`config.mk`:
```
export PLATFORM = sky130hd
export DESIGN_NAME = ultrasonic_echo_ranger
export DESIGN_NICKNAME = d
export VERILOG_FILES = /design/src/sv/uer_pkg.sv /design/src/sv/uer_ctrl.sv /design/src/sv/uer_scale.sv /design/src/sv/uer_digits.sv /design/src/sv/uer_skid.sv /design/src/sv/ultrasonic_echo_ranger.sv
export SDC_FILE = /design/constraint.sdc
export NUM_CORES = 1
export LEC_CHECK = 0
export BUFFER_PORTS_ARGS = -buffer_cell sky130_fd_sc_hd__buf_2
export CAP_MARGIN = 30
export CORE_MARGIN = 5
export CORE_UTILIZATION = 40
export CTS_BUF_LIST = sky130_fd_sc_hd__clkbuf_8
export DETAILED_ROUTE_END_ITERATION = 8
export MAX_ROUTING_LAYER = met4
export PLACE_DENSITY_LB_ADDON = 0.12
export SYNTH_ARGS = -nofsm -noshare
export SYNTH_HDL_FRONTEND = slang
export SYNTH_SLANG_ARGS = --single-unit
```
`constraint.sdc`:
```
create_clock -name clk -period 8.4 [get_ports clk]
set_clock_uncertainty 0.2 [all_clocks]
set_input_delay 0.42 -clock clk [delete_from_list [all_inputs] [get_ports clk]]
set_output_delay 0.42 -clock clk [all_outputs]
set_load 0.01 [all_outputs]
```
`src/sv/uer_pkg.sv`:
```
// uer_pkg: shared types and constants for the ultrasonic echo ranger
// register codes, status codes, reset values and the fixed-point scaling constants
// no dependencies
`default_nettype none

package uer_pkg;

	// configuration port
	localparam int unsigned CFG_IDX_W  = 2;
	localparam int unsigned CFG_DATA_W = 16;

	typedef enum logic [CFG_IDX_W-1:0] {
		REG_OFFSET  = 2'd0,
		REG_MAX_CM  = 2'd1,
		REG_MIN_CM  = 2'd2,
		REG_TRIGGER = 2'd3
	} reg_idx_t;

	// measurement status codes
	typedef enum logic [1:0] {
		ST_OK   = 2'd0,
		ST_FAR  = 2'd1,
		ST_NEAR = 2'd2
	} status_t;

	// register reset values
	localparam logic [15:0] OFFSET_RST  = 16'd5703;
	localparam logic [9:0]  MAX_CM_RST  = 10'd300;
	localparam logic [9:0]  MIN_CM_RST  = 10'd3;
	localparam logic [9:0]  TRIGGER_RST = 10'd10;

	// distance limits
	localparam logic [9:0] DIST_MAX  = 10'd1023;
	localparam logic [9:0] DIGIT_CAP = 10'd999;

	// distance = (ticks * 43) / 30000, saturated at 1023
	// ticks >= SAT_DIFF is exactly the set where the quotient exceeds 1023
	localparam int unsigned MUL_K       = 43;
	localparam int unsigned SAT_DIFF    = 714419;
	localparam int unsigned DIFF_LO_W   = 20;
	localparam int unsigned PROD_W      = 25;
	// ceil(2^40 / 30000); exact floor division for any product below 2^25
	localparam int unsigned RECIP_W     = 26;
	localparam logic [RECIP_W-1:0] RECIP_M = 26'd36650388;
	localparam int unsigned RECIP_SHIFT = 40;

	// decimal split by reciprocal: x/100 = (x*41)>>12 for x < 1000, x/10 = (x*205)>>11
	localparam logic [5:0] RECIP_100 = 6'd41;
	localparam logic [7:0] RECIP_10  = 8'd205;

	typedef struct packed {
		logic [15:0] offset_ticks;
		logic [9:0]  max_cm;
		logic [9:0]  min_cm;
		logic [9:0]  trigger_ticks;
	} cfg_t;

	typedef struct packed {
		logic trigger;
		logic busy;
		logic done;
	} flags_t;

	// control stage to scaling stages
	typedef struct packed {
		flags_t               flags;
		logic                 far;
		logic                 sat;
		logic [DIFF_LO_W-1:0] diff_lo;
	} meas_t;

	// scaling stages to digit stages
	typedef struct packed {
		flags_t     flags;
		logic [1:0] status;
		logic [9:0] distance;
		logic [9:0] value;
	} shown_t;

	// one finished result
	typedef struct packed {
		flags_t     flags;
		logic [1:0] status;
		logic [9:0] distance;
		logic [3:0] hundreds;
		logic [3:0] tens;
		logic [3:0] ones;
		logic       hundreds_shown;
		logic       tens_shown;
	} result_t;

endpackage

`default_nettype wire

```
`src/sv/uer_ctrl.sv`:
```
// uer_ctrl: input register, trigger/count sequencer and offset subtraction
// depends on uer_pkg
`default_nettype none

module uer_ctrl import uer_pkg::*; #(
	parameter int unsigned COUNT_WIDTH = 32
) (
	input  wire logic        clk,
	input  wire logic        arst_n,
	input  wire logic        en,
	input  wire logic        take,
	input  wire logic        start_req,
	input  wire logic        echo,
	input  wire logic [15:0] offset_ticks,
	input  wire logic [9:0]  trigger_ticks,
	output logic             meas_valid,
	output meas_t            meas
);

	localparam int unsigned DW = (COUNT_WIDTH > DIFF_LO_W) ? COUNT_WIDTH : DIFF_LO_W;

	logic                   v_s1;
	logic                   start_s1;
	logic                   echo_s1;

	logic [COUNT_WIDTH-1:0] tick_q;
	logic                   measuring_q;
	logic [9:0]             pulse_q;

	logic [COUNT_WIDTH-1:0] tick_n;
	logic                   measuring_n;
	logic [9:0]             pulse_n;
	logic                   done;
	logic [COUNT_WIDTH-1:0] off_w;

	logic                   v_s2;
	flags_t                 flags_s2;
	logic                   far_s2;
	logic [COUNT_WIDTH-1:0] diff_s2;
	logic [DW-1:0]          diff_w;

	// input register
	always_ff @(posedge clk or negedge arst_n) begin
		if (!arst_n) begin
			v_s1 <= 1'b0;
		end else if (en) begin
			v_s1 <= take;
		end
	end

	always_ff @(posedge clk) begin
		if (take) begin
			start_s1 <= start_req;
			echo_s1  <= echo;
		end
	end

	// next state of the sequencer: pulse, then counting, then idle
	always_comb begin
		tick_n      = tick_q;
		measuring_n = measuring_q;
		pulse_n     = pulse_q;
		done        = 1'b0;
		if (pulse_q != 10'd0) begin
			pulse_n = pulse_q - 10'd1;
			if (pulse_n == 10'd0) begin
				measuring_n = 1'b1;
			end
		end else if (measuring_q) begin
			if (echo_s1) begin
				done        = 1'b1;
				measuring_n = 1'b0;
			end else begin
				tick_n = tick_q + COUNT_WIDTH'(1);
			end
		end else if (start_s1) begin
			tick_n  = '0;
			pulse_n = (trigger_ticks == 10'd0) ? 10'd1 : trigger_ticks;
		end
	end

	always_ff @(posedge clk or negedge arst_n) begin
		if (!arst_n) begin
			tick_q      <= '0;
			measuring_q <= 1'b0;
			pulse_q     <= 10'd0;
		end else if (en && v_s1) begin
			tick_q      <= tick_n;
			measuring_q <= measuring_n;
			pulse_q     <= pulse_n;
		end
	end

	// offset subtraction on the count that ends the measurement
	assign off_w = COUNT_WIDTH'(offset_ticks);

	always_ff @(posedge clk or negedge arst_n) begin
		if (!arst_n) begin
			v_s2 <= 1'b0;
		end else if (en) begin
			v_s2 <= v_s1;
		end
	end

	always_ff @(posedge clk) begin
		if (en && v_s1) begin
			flags_s2.trigger <= (pulse_n != 10'd0);
			flags_s2.busy    <= measuring_n;
			flags_s2.done    <= done;
			far_s2           <= (tick_q < off_w);
			diff_s2          <= tick_q - off_w;
		end
	end

	// saturation test on the difference
	assign diff_w       = DW'(diff_s2);
	assign meas_valid   = v_s2;
	assign meas.flags   = flags_s2;
	assign meas.far     = far_s2;
	assign meas.sat     = (diff_w >= DW'(SAT_DIFF));
	assign meas.diff_lo = diff_w[DIFF_LO_W-1:0];

endmodule

`default_nettype wire

```
`src/sv/uer_scale.sv`:
```
// uer_scale: ticks to centimetres, range classification and last-distance hold
// depends on uer_pkg
`default_nettype none

module uer_scale import uer_pkg::*; (
	input  wire logic       clk,
	input  wire logic       arst_n,
	input  wire logic       en,
	input  wire logic       meas_valid,
	input  meas_t           meas,
	input  wire logic [9:0] max_cm,
	input  wire logic [9:0] min_cm,
	output logic            shown_valid,
	output shown_t          shown
);

	localparam int unsigned QW = PROD_W + RECIP_W;

	logic                 v_s3;
	flags_t               flags_s3;
	logic                 far_s3;
	logic                 sat_s3;
	logic [PROD_W-1:0]    prod_s3;
	logic [PROD_W:0]      prod_full;

	logic                 v_s4;
	flags_t               flags_s4;
	logic                 far_s4;
	logic                 sat_s4;
	logic [9:0]           quot_s4;
	logic [QW-1:0]        recip_prod;

	logic [9:0]           dist_new;
	logic [1:0]           st_new;
	logic [9:0]           dist_eff;
	logic [1:0]           st_eff;
	logic [9:0]           last_dist_q;
	logic [1:0]           last_status_q;

	logic                 v_s5;
	shown_t               shown_s5;

	// ticks times 43
	assign prod_full = PROD_W'(meas.diff_lo) * (PROD_W + 1)'(MUL_K);

	always_ff @(posedge clk or negedge arst_n) begin
		if (!arst_n) begin
			v_s3 <= 1'b0;
			v_s4 <= 1'b0;
			v_s5 <= 1'b0;
		end else if (en) begin
			v_s3 <= meas_valid;
			v_s4 <= v_s3;
			v_s5 <= v_s4;
		end
	end

	always_ff @(posedge clk) begin
		if (en && meas_valid) begin
			flags_s3 <= meas.flags;
			far_s3   <= meas.far;
			sat_s3   <= meas.sat;
			prod_s3  <= prod_full[PROD_W-1:0];
		end
	end

	// divide by 30000 through the reciprocal
	assign recip_prod = QW'(prod_s3) * QW'(RECIP_M);

	always_ff @(posedge clk) begin
		if (en && v_s3) begin
			flags_s4 <= flags_s3;
			far_s4   <= far_s3;
			sat_s4   <= sat_s3;
			quot_s4  <= recip_prod[RECIP_SHIFT +: 10];
		end
	end

	// saturate and classify, too far before too near
	always_comb begin
		dist_new = (far_s4 || sat_s4) ? DIST_MAX : quot_s4;
		if (far_s4 || (dist_new > max_cm)) begin
			st_new = ST_FAR;
		end else if (dist_new < min_cm) begin
			st_new = ST_NEAR;
		end else begin
			st_new = ST_OK;
		end
		dist_eff = flags_s4.done ? dist_new : last_dist_q;
		st_eff   = flags_s4.done ? st_new : last_status_q;
	end

	// last measurement hold
	always_ff @(posedge clk or negedge arst_n) begin
		if (!arst_n) begin
			last_dist_q   <= 10'd0;
			last_status_q <= ST_OK;
		end else if (en && v_s4 && flags_s4.done) begin
			last_dist_q   <= dist_new;
			last_status_q <= st_new;
		end
	end

	// value for the digit display, blank unless in range
	always_ff @(posedge clk) begin
		if (en && v_s4) begin
			shown_s5.flags    <= flags_s4;
			shown_s5.status   <= st_eff;
			shown_s5.distance <= dist_eff;
			if (st_eff != ST_OK) begin
				shown_s5.value <= 10'd0;
			end else if (dist_eff > DIGIT_CAP) begin
				shown_s5.value <= DIGIT_CAP;
			end else begin
				shown_s5.value <= dist_eff;
			end
		end
	end

	assign shown_valid = v_s5;
	assign shown       = shown_s5;

endmodule

`default_nettype wire

```
`src/sv/uer_digits.sv`:
```
// uer_digits: decimal split of the displayed distance with leading-zero blanking
// depends on uer_pkg
`default_nettype none

module uer_digits import uer_pkg::*; (
	input  wire logic clk,
	input  wire logic arst_n,
	input  wire logic en,
	input  wire logic shown_valid,
	input  shown_t    shown,
	output logic      res_valid,
	output result_t   res
);

	logic [15:0] hund_prod;
	logic [3:0]  hund;
	logic [9:0]  hund_rem;

	logic        v_s6;
	flags_t      flags_s6;
	logic [1:0]  status_s6;
	logic [9:0]  dist_s6;
	logic [3:0]  hund_s6;
	logic [6:0]  rem_s6;

	logic [14:0] tens_prod;
	logic [3:0]  tens;
	logic [6:0]  ones_w;

	// hundreds digit and remainder
	assign hund_prod = 16'(shown.value) * 16'(RECIP_100);
	assign hund      = hund_prod[15:12];
	assign hund_rem  = shown.value - 10'(hund) * 10'd100;

	always_ff @(posedge clk or negedge arst_n) begin
		if (!arst_n) begin
			v_s6 <= 1'b0;
		end else if (en) begin
			v_s6 <= shown_valid;
		end
	end

	always_ff @(posedge clk) begin
		if (en && shown_valid) begin
			flags_s6  <= shown.flags;
			status_s6 <= shown.status;
			dist_s6   <= shown.distance;
			hund_s6   <= hund;
			rem_s6    <= hund_rem[6:0];
		end
	end

	// tens and ones from the remainder
	assign tens_prod = 15'(rem_s6) * 15'(RECIP_10);
	assign tens      = tens_prod[14:11];
	assign ones_w    = rem_s6 - 7'(tens) * 7'd10;

	assign res_valid          = v_s6;
	assign res.flags          = flags_s6;
	assign res.status         = status_s6;
	assign res.distance       = dist_s6;
	assign res.hundreds       = hund_s6;
	assign res.tens           = tens;
	assign res.ones           = ones_w[3:0];
	assign res.hundreds_shown = (hund_s6 != 4'd0);
	assign res.tens_shown     = (tens != 4'd0) || (hund_s6 != 4'd0);

endmodule

`default_nettype wire

```
`src/sv/uer_skid.sv`:
```
// uer_skid: output register with a one-entry skid buffer
// depends on uer_pkg
`default_nettype none

module uer_skid import uer_pkg::*; (
	input  wire logic clk,
	input  wire logic arst_n,
	input  wire logic res_valid,
	input  result_t   res,
	input  wire logic out_stall,
	output logic      out_valid,
	output result_t   out_res,
	output logic      full
);

	logic    out_valid_q;
	logic    full_q;
	result_t out_q;
	result_t skid_q;

	// occupancy of output and skid entries
	always_ff @(posedge clk or negedge arst_n) begin
		if (!arst_n) begin
			out_valid_q <= 1'b0;
			full_q      <= 1'b0;
		end else if (!full_q) begin
			if (!out_valid_q || !out_stall) begin
				out_valid_q <= res_valid;
			end else if (res_valid) begin
				full_q <= 1'b1;
			end
		end else if (!out_stall) begin
			full_q <= 1'b0;
		end
	end

	// payload moves
	always_ff @(posedge clk) begin
		if (!full_q) begin
			if (!out_valid_q || !out_stall) begin
				out_q <= res;
			end else if (res_valid) begin
				skid_q <= res;
			end
		end else if (!out_stall) begin
			out_q <= skid_q;
		end
	end

	assign out_valid = out_valid_q;
	assign out_res   = out_q;
	assign full      = full_q;

endmodule

`default_nettype wire

```
`src/sv/ultrasonic_echo_ranger.sv`:
```
// ultrasonic_echo_ranger: top level, configuration registers and pipeline wiring
// depends on uer_pkg, uer_ctrl, uer_scale, uer_digits, uer_skid
//
// Usage:
// - one input request per timer tick on in_valid/in_stall, carrying start_req
//   and the echo level; every accepted request yields exactly one result
// - the result carries the trigger level, busy and done flags, the status and
//   distance of the last measurement and its decimal digits with blanking
// - configuration is written through cfg_we/cfg_index/cfg_wdata while idle
// - throughput is one request per cycle while in_stall is low; from the
//   accepting edge (which loads the input register) to out_valid a request
//   passes the six register stages after it: offset subtract, multiply by 43,
//   reciprocal multiply, classify, digit split and the output register
// - the control sequencer feeds its next state straight back into its state
//   registers, so ticks may arrive in every cycle while in_stall is low
// - when out_stall holds a result, one more result lands in the skid entry,
//   then in_stall rises and the whole pipeline holds until the skid drains
// - reset clears the sequencer, the last measurement, the pipeline and the
//   output; the registers return to their default values
`default_nettype none

module ultrasonic_echo_ranger import uer_pkg::*; #(
	parameter int unsigned COUNT_WIDTH = 32
) (
	input  wire logic                  clk,
	input  wire logic                  arst_n,
	input  wire logic                  cfg_we,
	input  wire logic [CFG_IDX_W-1:0]  cfg_index,
	input  wire logic [CFG_DATA_W-1:0] cfg_wdata,
	input  wire logic                  in_valid,
	output logic                       in_stall,
	input  wire logic                  start_req,
	input  wire logic                  echo,
	output logic                       out_valid,
	input  wire logic                  out_stall,
	output logic                       trigger,
	output logic                       busy_res,
	output logic                       done_res,
	output logic [1:0]                 status,
	output logic [9:0]                 distance_cm,
	output logic [3:0]                 hundreds_digit,
	output logic [3:0]                 tens_digit,
	output logic [3:0]                 ones_digit,
	output logic                       hundreds_shown,
	output logic                       tens_shown
);

	cfg_t    cfg_q;
	logic    en;
	logic    take;
	logic    full;
	logic    meas_valid;
	meas_t   meas;
	logic    shown_valid;
	shown_t  shown;
	logic    res_valid;
	result_t res;
	result_t out_res;

	// configuration registers
	always_ff @(posedge clk or negedge arst_n) begin
		if (!arst_n) begin
			cfg_q.offset_ticks  <= OFFSET_RST;
			cfg_q.max_cm        <= MAX_CM_RST;
			cfg_q.min_cm        <= MIN_CM_RST;
			cfg_q.trigger_ticks <= TRIGGER_RST;
		end else if (cfg_we) begin
			case (reg_idx_t'(cfg_index))
				REG_OFFSET:  cfg_q.offset_ticks  <= cfg_wdata;
				REG_MAX_CM:  cfg_q.max_cm        <= cfg_wdata[9:0];
				REG_MIN_CM:  cfg_q.min_cm        <= cfg_wdata[9:0];
				REG_TRIGGER: cfg_q.trigger_ticks <= cfg_wdata[9:0];
				default: ;
			endcase
		end
	end

	// pipeline advances while the skid entry is empty
	assign en       = !full;
	assign in_stall = full;
	assign take     = in_valid && !full;

	uer_ctrl #(
		.COUNT_WIDTH(COUNT_WIDTH)
	) u_ctrl (
		.clk          (clk),
		.arst_n       (arst_n),
		.en           (en),
		.take         (take),
		.start_req    (start_req),
		.echo         (echo),
		.offset_ticks (cfg_q.offset_ticks),
		.trigger_ticks(cfg_q.trigger_ticks),
		.meas_valid   (meas_valid),
		.meas         (meas)
	);

	uer_scale u_scale (
		.clk        (clk),
		.arst_n     (arst_n),
		.en         (en),
		.meas_valid (meas_valid),
		.meas       (meas),
		.max_cm     (cfg_q.max_cm),
		.min_cm     (cfg_q.min_cm),
		.shown_valid(shown_valid),
		.shown      (shown)
	);

	uer_digits u_digits (
		.clk        (clk),
		.arst_n     (arst_n),
		.en         (en),
		.shown_valid(shown_valid),
		.shown      (shown),
		.res_valid  (res_valid),
		.res        (res)
	);

	uer_skid u_skid (
		.clk      (clk),
		.arst_n   (arst_n),
		.res_valid(res_valid),
		.res      (res),
		.out_stall(out_stall),
		.out_valid(out_valid),
		.out_res  (out_res),
		.full     (full)
	);

	// result fields
	assign trigger        = out_res.flags.trigger;
	assign busy_res       = out_res.flags.busy;
	assign done_res       = out_res.flags.done;
	assign status         = out_res.status;
	assign distance_cm    = out_res.distance;
	assign hundreds_digit = out_res.hundreds;
	assign tens_digit     = out_res.tens;
	assign ones_digit     = out_res.ones;
	assign hundreds_shown = out_res.hundreds_shown;
	assign tens_shown     = out_res.tens_shown;

endmodule

`default_nettype wire

```
[Word-level counts from Yosys, hierarchy flattened]
Cells that the tools add are included.
W data, S select, Z words.
Word-level totals
  register bits after elaboration: 301
  input port bits: 25
  word-level logic and storage cells: 154
Cells by class
  reduce and logical (&&, ||, !) cells: 34
  mux-type cells: 25
  bitwise logic cells: 4
  multiply operators: 6
  equal/unequal tests: 5
  $add $sub $neg: 5
  order comparisons: 5
Operators by type and width (count)
  $mux W32: 3
  $mux W29: 3
  $mux W10: 7
  $mul A25 B24 Y48 const B: 1
  $add A32 B1 Y32 const B: 1
  $ge A32 B20 Y1 const B: 1
  $lt A32 B16 Y1: 1
  $sub A32 B16 Y32: 1
  $mul A20 B6 Y25 const B: 1
  $logic_not A10 Y1: 2
  $reduce_bool A10 Y1: 2
  $mul A10 B6 Y16 const B: 1
  $mul A7 B8 Y15 const B: 1
  $reduce_and A2 Y1: 6
  $gt A10 B10 Y1: 1
  $gt A10 B10 Y1 const B: 1
  $lt A10 B10 Y1: 1
  $sub A10 B1 Y10 const B: 1
  $mux W1: 9
  $reduce_bool A4 Y1: 2
  $logic_and A1 B1 Y1: 7
  $sub A7 B7 Y7: 1
  $mux W2: 3
  $reduce_bool A2 Y1: 3
  13 further kinds: 24

[Depth between registers and ports, before layout]
Gate-level depths: netlist of the first run.
  word-level depth: 8
  mapped depth: 24

[By module]
Synthesis of the first run repeated with hierarchy kept, for this count alone.
Second synthesis, totals
  cell total of the unflattened synthesis: 2607
  area total of the unflattened synthesis: 28626.2 µm²
Modules (own cells, without submodules)
  uer_scale: instances 1, area each 16235.6 µm², seq. area each 2477.4 µm², cells each 1560
  uer_ctrl: instances 1, area each 5670.4 µm², seq. area each 2267.2 µm², cells each 632
  uer_digits: instances 1, area each 2640.0 µm², seq. area each 805.8 µm², cells each 213
  uer_skid: instances 1, area each 2313.5 µm², seq. area each 1791.7 µm², cells each 101
  ultrasonic_echo_ranger: instances 1, area each 1766.7 µm², seq. area each 1169.9 µm², cells each 101

[Least setup slack after synthesis of the first run]
OpenSTA, ideal clock, no wires.
  path kind: register to register
  from: register u_scale.prod_s3[4]
  to: register u_scale.quot_s4[8] (data pin)
  cell stages (with the launch flop): 24
  path slack: 1.946 ns
  buffers on the path: 0
  library setup time: 0.258 ns
  data arrival time: 5.996 ns
  path through: edfxtp_1 fa_1 inv_1 fa_1 fa_1 inv_1 fa_1 inv_1 fa_1 inv_1 fa_1 inv_1 fa_1 inv_1 ha_1 a21oi_1 o211ai_1 a22oi_1 a211oi_1 nor2_1 o21ai_0 a41oi_1 nor2b_1 xnor2_1
Between the ends
  longest elaborated chain between the ends: 1
Ends and longest elaborated chain
  start: declaration: line uer_scale.sv:23  | logic [PROD_W-1:0] prod_s3;
  start signal: assignment: line uer_scale.sv:63  | prod_s3 <= prod_full[PROD_W-1:0];
  $mul A25 B24 Y48: line uer_scale.sv:68  | assign recip_prod = QW'(prod_s3) * QW'(RECIP_M);
  named net u_scale.recip_prod[48]: line uer_scale.sv:31  | logic [QW-1:0] recip_prod;
  end signal: assignment: line uer_scale.sv:75  | quot_s4 <= recip_prod[RECIP_SHIFT +: 10];
  end: declaration: line uer_scale.sv:30  | logic [9:0] quot_s4;
The timed path passes the listed nets, and every way through them passes these cells.
A chain may end at the register's enable or synchronous reset.

[Final worst setup path of the first run]
  from: register u_scale.prod_s3[12]
  to: register u_scale.quot_s4[8] (data pin)
The elaborated chain is that of the path after synthesis.

==> results.cfg, run 1 <==
[placed_design]
port_buffers = 55
dp_slack_ns = 0.850
hpwl_um = 51900
gp_congestion = 0.920
dp_cells = 3417

[cells_and_area]
register_area_mm2 = 0.00851
multiInputGateArea_mm2 = 0.0169
nFillCells = 6488
fin_nets = 3359
layout_commonest_cell = inv_1
areaGrowthSynthToFinish_pct = 9.75
layout_common_cells = 557 x inv_1, 438 x ha_1, 284 x fa_1, 192 x edfxtp_1
fin_cells = 3541
drive_above_1_share = 0.0941

[setup_path]
worst-path-max-fanout = 9
critPathRequiredTime_ns = 8.61
start_kind = flop
worstSetupEndpointType = flop
arrival_ns = 7.74
crit_type = reg -> reg
crit_chain = fa_1, inv_1, fa_1, fa_1, inv_1, fa_1, fa_1, fa_1, inv_1, fa_1, inv_1, ha_1, nand2_1, nor2_1, a211oi_1, a211oi_1, nor2_1, o21ai_0, a41oi_1, nor2b_1, xnor2_1
cpMostUsedCell = fa_1
cp_slowest_cell = edfxtp_1
critPathMaxStageDelay_ns = 0.67

[grt]
grt_pass1_vias = 19000
grt_max_degree = 63
grt_pass1_wl_um = 103000
grt_overflow_total = 0
antenna_found_initial = 1
grt_usage = 0.179

[timing]
setup_viol = 0
timing.final.crit_share = 0.897
grt_setup_unrepaired = false
max_freq_ghz = 0.133
worstMarginPinSlew_ns = 0.922
hold_viol = 0
slew_viol_final = 0
holdWs_ns = 0.0609
slew_headroom = 0.386
fin_ws_ns = 0.867
fin_crit_ns = 7.53
setup_tns_ns = 0

[logic_synthesis]
seq_area_frac_synth = 0.309
synth.area.top_cells = edfxtp_1 21%, fa_1 21%, ha_1 20%, dfrtp_1 8.5%, inv_1 7.2%
synth_edf_count = 192
synth_top_area_frac = 0.210
ys.flop_type = edfxtp_1
syn_nets = 3245
yosysTopAreaCell = edfxtp_1
synth.distinct_cells = 79
syn_area_mm2 = 0.0275
async_flop_share = 0.362
synth_warnings = 0
syn_avg_cell_area_um2 = 11.0
ys_ff_latch = 301
syn_inst = 2498

[drt]
viasPerCell = 4.96
dr.pass1.iters = 5
detail_route.wl_per_cell_um = 17.7
antenna_left = 0
drc = 0
wl_um = 62600
drtIter0Drc = 704
vias = 17500

[job]
drv_cap = 0

[die]
die_h_um = 272
std_cell_rows = 96
dieArea_mm2 = 0.0741
io_pins = 56
die_x_um = 272
start_util = 0.402
core_mm2 = 0.0685

[outcome]
status = complete, no violations

[clocking]
clk_latency_ns = 0.66
clock-root-buffer = clkbuf_8
clockBufferDepth = 3
htree_levels = 2
clk_pin_slew_ns = 0.06
cts_made_buffers = 54
cts_tree = yes
clock-sinks = 301
cts_post_setup_buffers_inserted = 0

[hold_path]
hp-class = in -> async
==> worst paths after layout <==
check / cells after the start / end / slack, ns / start
setup / recovery: 21 / u_scale.quot_s4[8] / 0.87 / u_scale.prod_s3[12]
hold / removal: 2 / u_ctrl.v_s1 / 0.06 / arst_n
setup reg to reg: 21 / u_scale.quot_s4[8] / 0.87 / u_scale.prod_s3[12]
hold reg to reg: 0 / u_scale.far_s4 / 0.22 / u_scale.far_s3
max in group asynchronous: 4 / cfg_q[42] / 6.87 / arst_n
min in group clk: 5 / cfg_q[42] / 0.13 / cfg_index[1]
==> critical path: cells and delay by family, from the launching register on <==
| kind | cells | cell delay [ns] |
|---|---|---|
| AND/OR/NAND/NOR | 4 | 0.71 |
| XOR/XNOR | 1 | 0.12 |
| flip-flops | 1 | 0.67 |
| adder cells (fa/ha/maj) | 8 | 3.91 |
| AO/OA/AOI/OAI | 4 | 1.36 |
| buffers and inverters | 4 | 0.31 |
==> metal layers <==
metal / part of all wire / track usage / routed length (µm) / vias to the layer above
li1: - / - / - / 8523
met5: 0 / - / 0 / -
met2: 0.49 / 0.305 / 31000 / 227
met3: 0.027 / 0.0235 / 1710 / 72
met4: 0.023 / 0.0434 / 1440 / 0
met1: 0.45 / 0.228 / 28500 / 8724
==> flip-flops by register name, indices dropped and copies added (netlist names), 4 cells and up <==
signal and count:
u_ctrl.tick_q 32, u_ctrl.diff_s2 32, u_skid.out_res 29, u_digits.rem_s6 7
u_digits.hund_s6 4, u_scale.last_dist_q 10, u_skid.skid_q 29, u_digits.dist_s6 10
u_ctrl.pulse_q 10, cfg_q 46, u_scale.prod_s3 25, u_scale.shown 25
u_scale.quot_s4 10
==> Yosys cell counts (all sizes together), types with 11 or more instances <==
| master | n |
|---|---|
| a21o | 36 |
| nand3 | 28 |
| o21a | 18 |
| nor2b | 24 |
| nand2b | 13 |
| nor3 | 29 |
| nor2 | 120 |
| a211oi | 11 |
| inv | 532 |
| o21ai | 98 |
| nor4 | 11 |
| a21oi | 105 |
| xnor2 | 52 |
| nand2 | 115 |
| dfstp | 15 |
| mux2 | 59 |
| dfrtp | 94 |
| ha | 438 |
| edfxtp | 192 |
| xor2 | 53 |
| and3 | 12 |
| clkbuf | 26 |
| fa | 284 |
| nand4 | 16 |
==> per-stage QoR <==
| step | utilization | area [µm²] |
|---|---|---|
| final | 0.441 | 30200 |
| after global routing | 0.441 | 30200 |
| after CTS | 0.441 | 30200 |
| after detailed placement | 0.423 | 28900 |
| after global placement | 0.422 | 28900 |
| after floorplan | - | 27500 |
==> kinds of logic after synthesis <==
| family | count (synthesis) | share of synthesized area |
|---|---|---|
| adders and majority gates | 722 | 0.406 |
| muxes | 62 | 0.0252 |
| and+or+nand+nor | 412 | 0.0748 |
| DFF | 301 | 0.309 |
| buffers and inverters | 567 | 0.0778 |
| AOI/OAI and AO/OA | 329 | 0.0736 |
| xor gates and xnor gates | 105 | 0.0334 |
==> layout make-up <==
type / instances / share of cell area
multi-input cells: 1630 / 0.559
flip-flops and latches: 301 / 0.282
inverters: 532 / 0.0661
well taps: 882 / 0.0365
clock buffers: 60 / 0.0273
repair buffers: 93 / 0.0213
clock inverters: 42 / 0.00742
diodes: 1 / 0.0000829
==> timing repair <==
action / CTS / global route
resized for setup: 0 / 0
endpoints found under the setup margin: 0 / 0
hold buffers: 21 / 0
endpoints found under the hold margin: 96 / 0
Power of run 1 is not shown: default switching activity piles up to over one toggle a cycle in this logic, so the estimate is an artifact.
==> run 2, diff against run 1 <==
Settings changed: CORE_ASPECT_RATIO from default to 0.6, CORE_MARGIN 5 to 1.
==> run 2 against run 1 <==
Compared with the run above: cell count rose by 0.40%; die area fell by 5.7%; critical path depth rose by 2; critical endpoint unchanged; largest cell class unchanged; highest routed layer unchanged.
==> results.cfg, run 2 (same netlist as run 1, synthesis figures left out) <==
[cells_and_area]
layout_common_cells = 547 x inv_1, 438 x ha_1, 284 x fa_1, 192 x edfxtp_1
areaGrowthSynthToFinish_pct = 9.75
fin_nets = 3351
diodes = 0
largest_register = cfg_q
layout_commonest_cell = inv_1
reg.largest.list = cfg_q (46), u_ctrl.diff_s2 (32), u_ctrl.tick_q (32)
largest_reg_flops = 46
drive_above_1_share = 0.0923

[timing]
hold_viol = 0
fin_crit_ns = 7.60
slew_viol_final = 0
worstMarginPinSlew_ns = 0.934
setup_tns_ns = 0
max_freq_ghz = 0.132
setup_viol = 0
slew_headroom = 0.378
timing.final.crit_share = 0.905
grt_setup_unrepaired = false

[drt]
wl_um = 66500
highest_layer = met4
dr_wl_met3_um = 5130
dr.pass1.iters = 5
wl_met2_um = 24000
viasPerCell = 4.90
antenna_left = 0
detail_route.wl_per_cell_um = 18.7
wl_met1_um = 36800
drtIter0Drc = 1029
vias = 17400
drc = 0

[setup_path]
cpMostUsedCell = fa_1
cp_slowest_cell = edfxtp_1
start_kind = flop
arrival_ns = 7.72
timing.rr.start = u_scale.prod_s3[6]
critPathRequiredTime_ns = 8.53
crit_buf_inv = 6
crit_type = reg -> reg
worstSetupEndpointType = flop
critical_path.top_delay_family = adder cells
startpoint = u_scale.prod_s3[6]
reg2reg_slack_ns = 0.80
crit_chain = fa_1, inv_1, fa_1, fa_1, inv_1, fa_1, inv_1, fa_1, inv_1, fa_1, inv_1, fa_1, inv_1, ha_1, a21oi_1, o21ai_0, a211oi_1, a211oi_1, nor2_1, o21ai_0, a41oi_1, nor2b_1, xnor2_1
critPathMaxStageDelay_ns = 0.65
worst-path-max-fanout = 10

[clocking]
htree_levels = 2
clk_pin_slew_ns = 0.07
clk_latency_ns = 0.62
cts_made_buffers = 47
cts_tree = yes
post_cts_resized = 0
clock-sinks = 301
clockBufferDepth = 3
clock-root-buffer = clkbuf_8

[grt]
grt_pass1_wl_um = 106000
grt_usage = 0.203
grt_max_degree = 61
grt_overflow_total = 0
antenna_found_initial = 0
grt_pass1_vias = 18300

[hold_path]
hp-class = in -> reg
hp-start = cfg_index[0]

[die]
std_cell_rows = 74
start_util = 0.404
die_h_um = 205
io_pins = 56
die_x_um = 341
dieArea_mm2 = 0.0699
core_mm2 = 0.0681

[outcome]
status = complete, no violations

[placed_design]
hpwl_um = 55300
gp_congestion = 0.949
port_buffers = 55

[job]
drv_cap = 0
-- run 2: final timing paths --
| path | end | depth (start not counted) |
|---|---|---|
| worst max-delay path | u_scale.quot_s4[8] | 23 |
| worst min register to register | u_digits.dist_s6[1] | 0 |
| worst min-delay path | cfg_q[40] | 5 |
| min in group asynchronous | u_ctrl.pulse_q[1] | 2 |
| max in group asynchronous | u_scale.last_dist_q[1] | 3 |
| worst max register to register | u_scale.quot_s4[8] | 23 |
-- run 2: final cells by class --
cell class	count	area, µm²
fillers	6448	37900
inverters	532	2000
multi-input cells	1630	16900
repair buffers	92	608
clock buffers	51	702
well taps	912	1140
flip-flops and latches	301	8510
clock inverters	37	348
-- run 2: per-layer routing --
metal  up-vias  track usage
li1       8534            -
met1      8494        0.316
met2       345        0.256
met3        49       0.0640
met4         0       0.0272
met5         -            -
-- run 2: worst register-to-register path: stages, from the launching register on --
cell	delay [ns]
edfxtp_1	0.65
fa_1	0.52
inv_1	0.10
fa_1	0.42
fa_1	0.58
inv_1	0.07
fa_1	0.52
inv_1	0.06
fa_1	0.47
inv_1	0.06
fa_1	0.54
inv_1	0.06
fa_1	0.53
inv_1	0.04
ha_1	0.31
a21oi_1	0.09
o21ai_0	0.20
a211oi_1	0.08
a211oi_1	0.52
nor2_1	0.26
o21ai_0	0.48
a41oi_1	0.24
nor2b_1	0.19
xnor2_1	0.11
-- run 2: stage by stage --
step	hold slack [ns]	instance area, µm²	util	instances	setup slack [ns]
floorplan	-0.0756	27500	-	2498	1.95
global placement	0.202	28900	0.425	3446	0.921
detailed placement	0.205	28900	0.425	3446	0.741
CTS	0.100	30200	0.444	3555	0.690
global route	0.182	30200	0.444	3555	0.319
finish	0.172	30200	0.444	3555	0.802
-- run 2: repair_timing --
| item | 4_1_cts | 5_1_grt |
|---|---|---|
| hold buffers | 21 | 0 |
| endpoints found under the hold margin | 99 | 0 |
| setup buffers | 0 | 0 |
Power of run 2 is left out for the same reason.
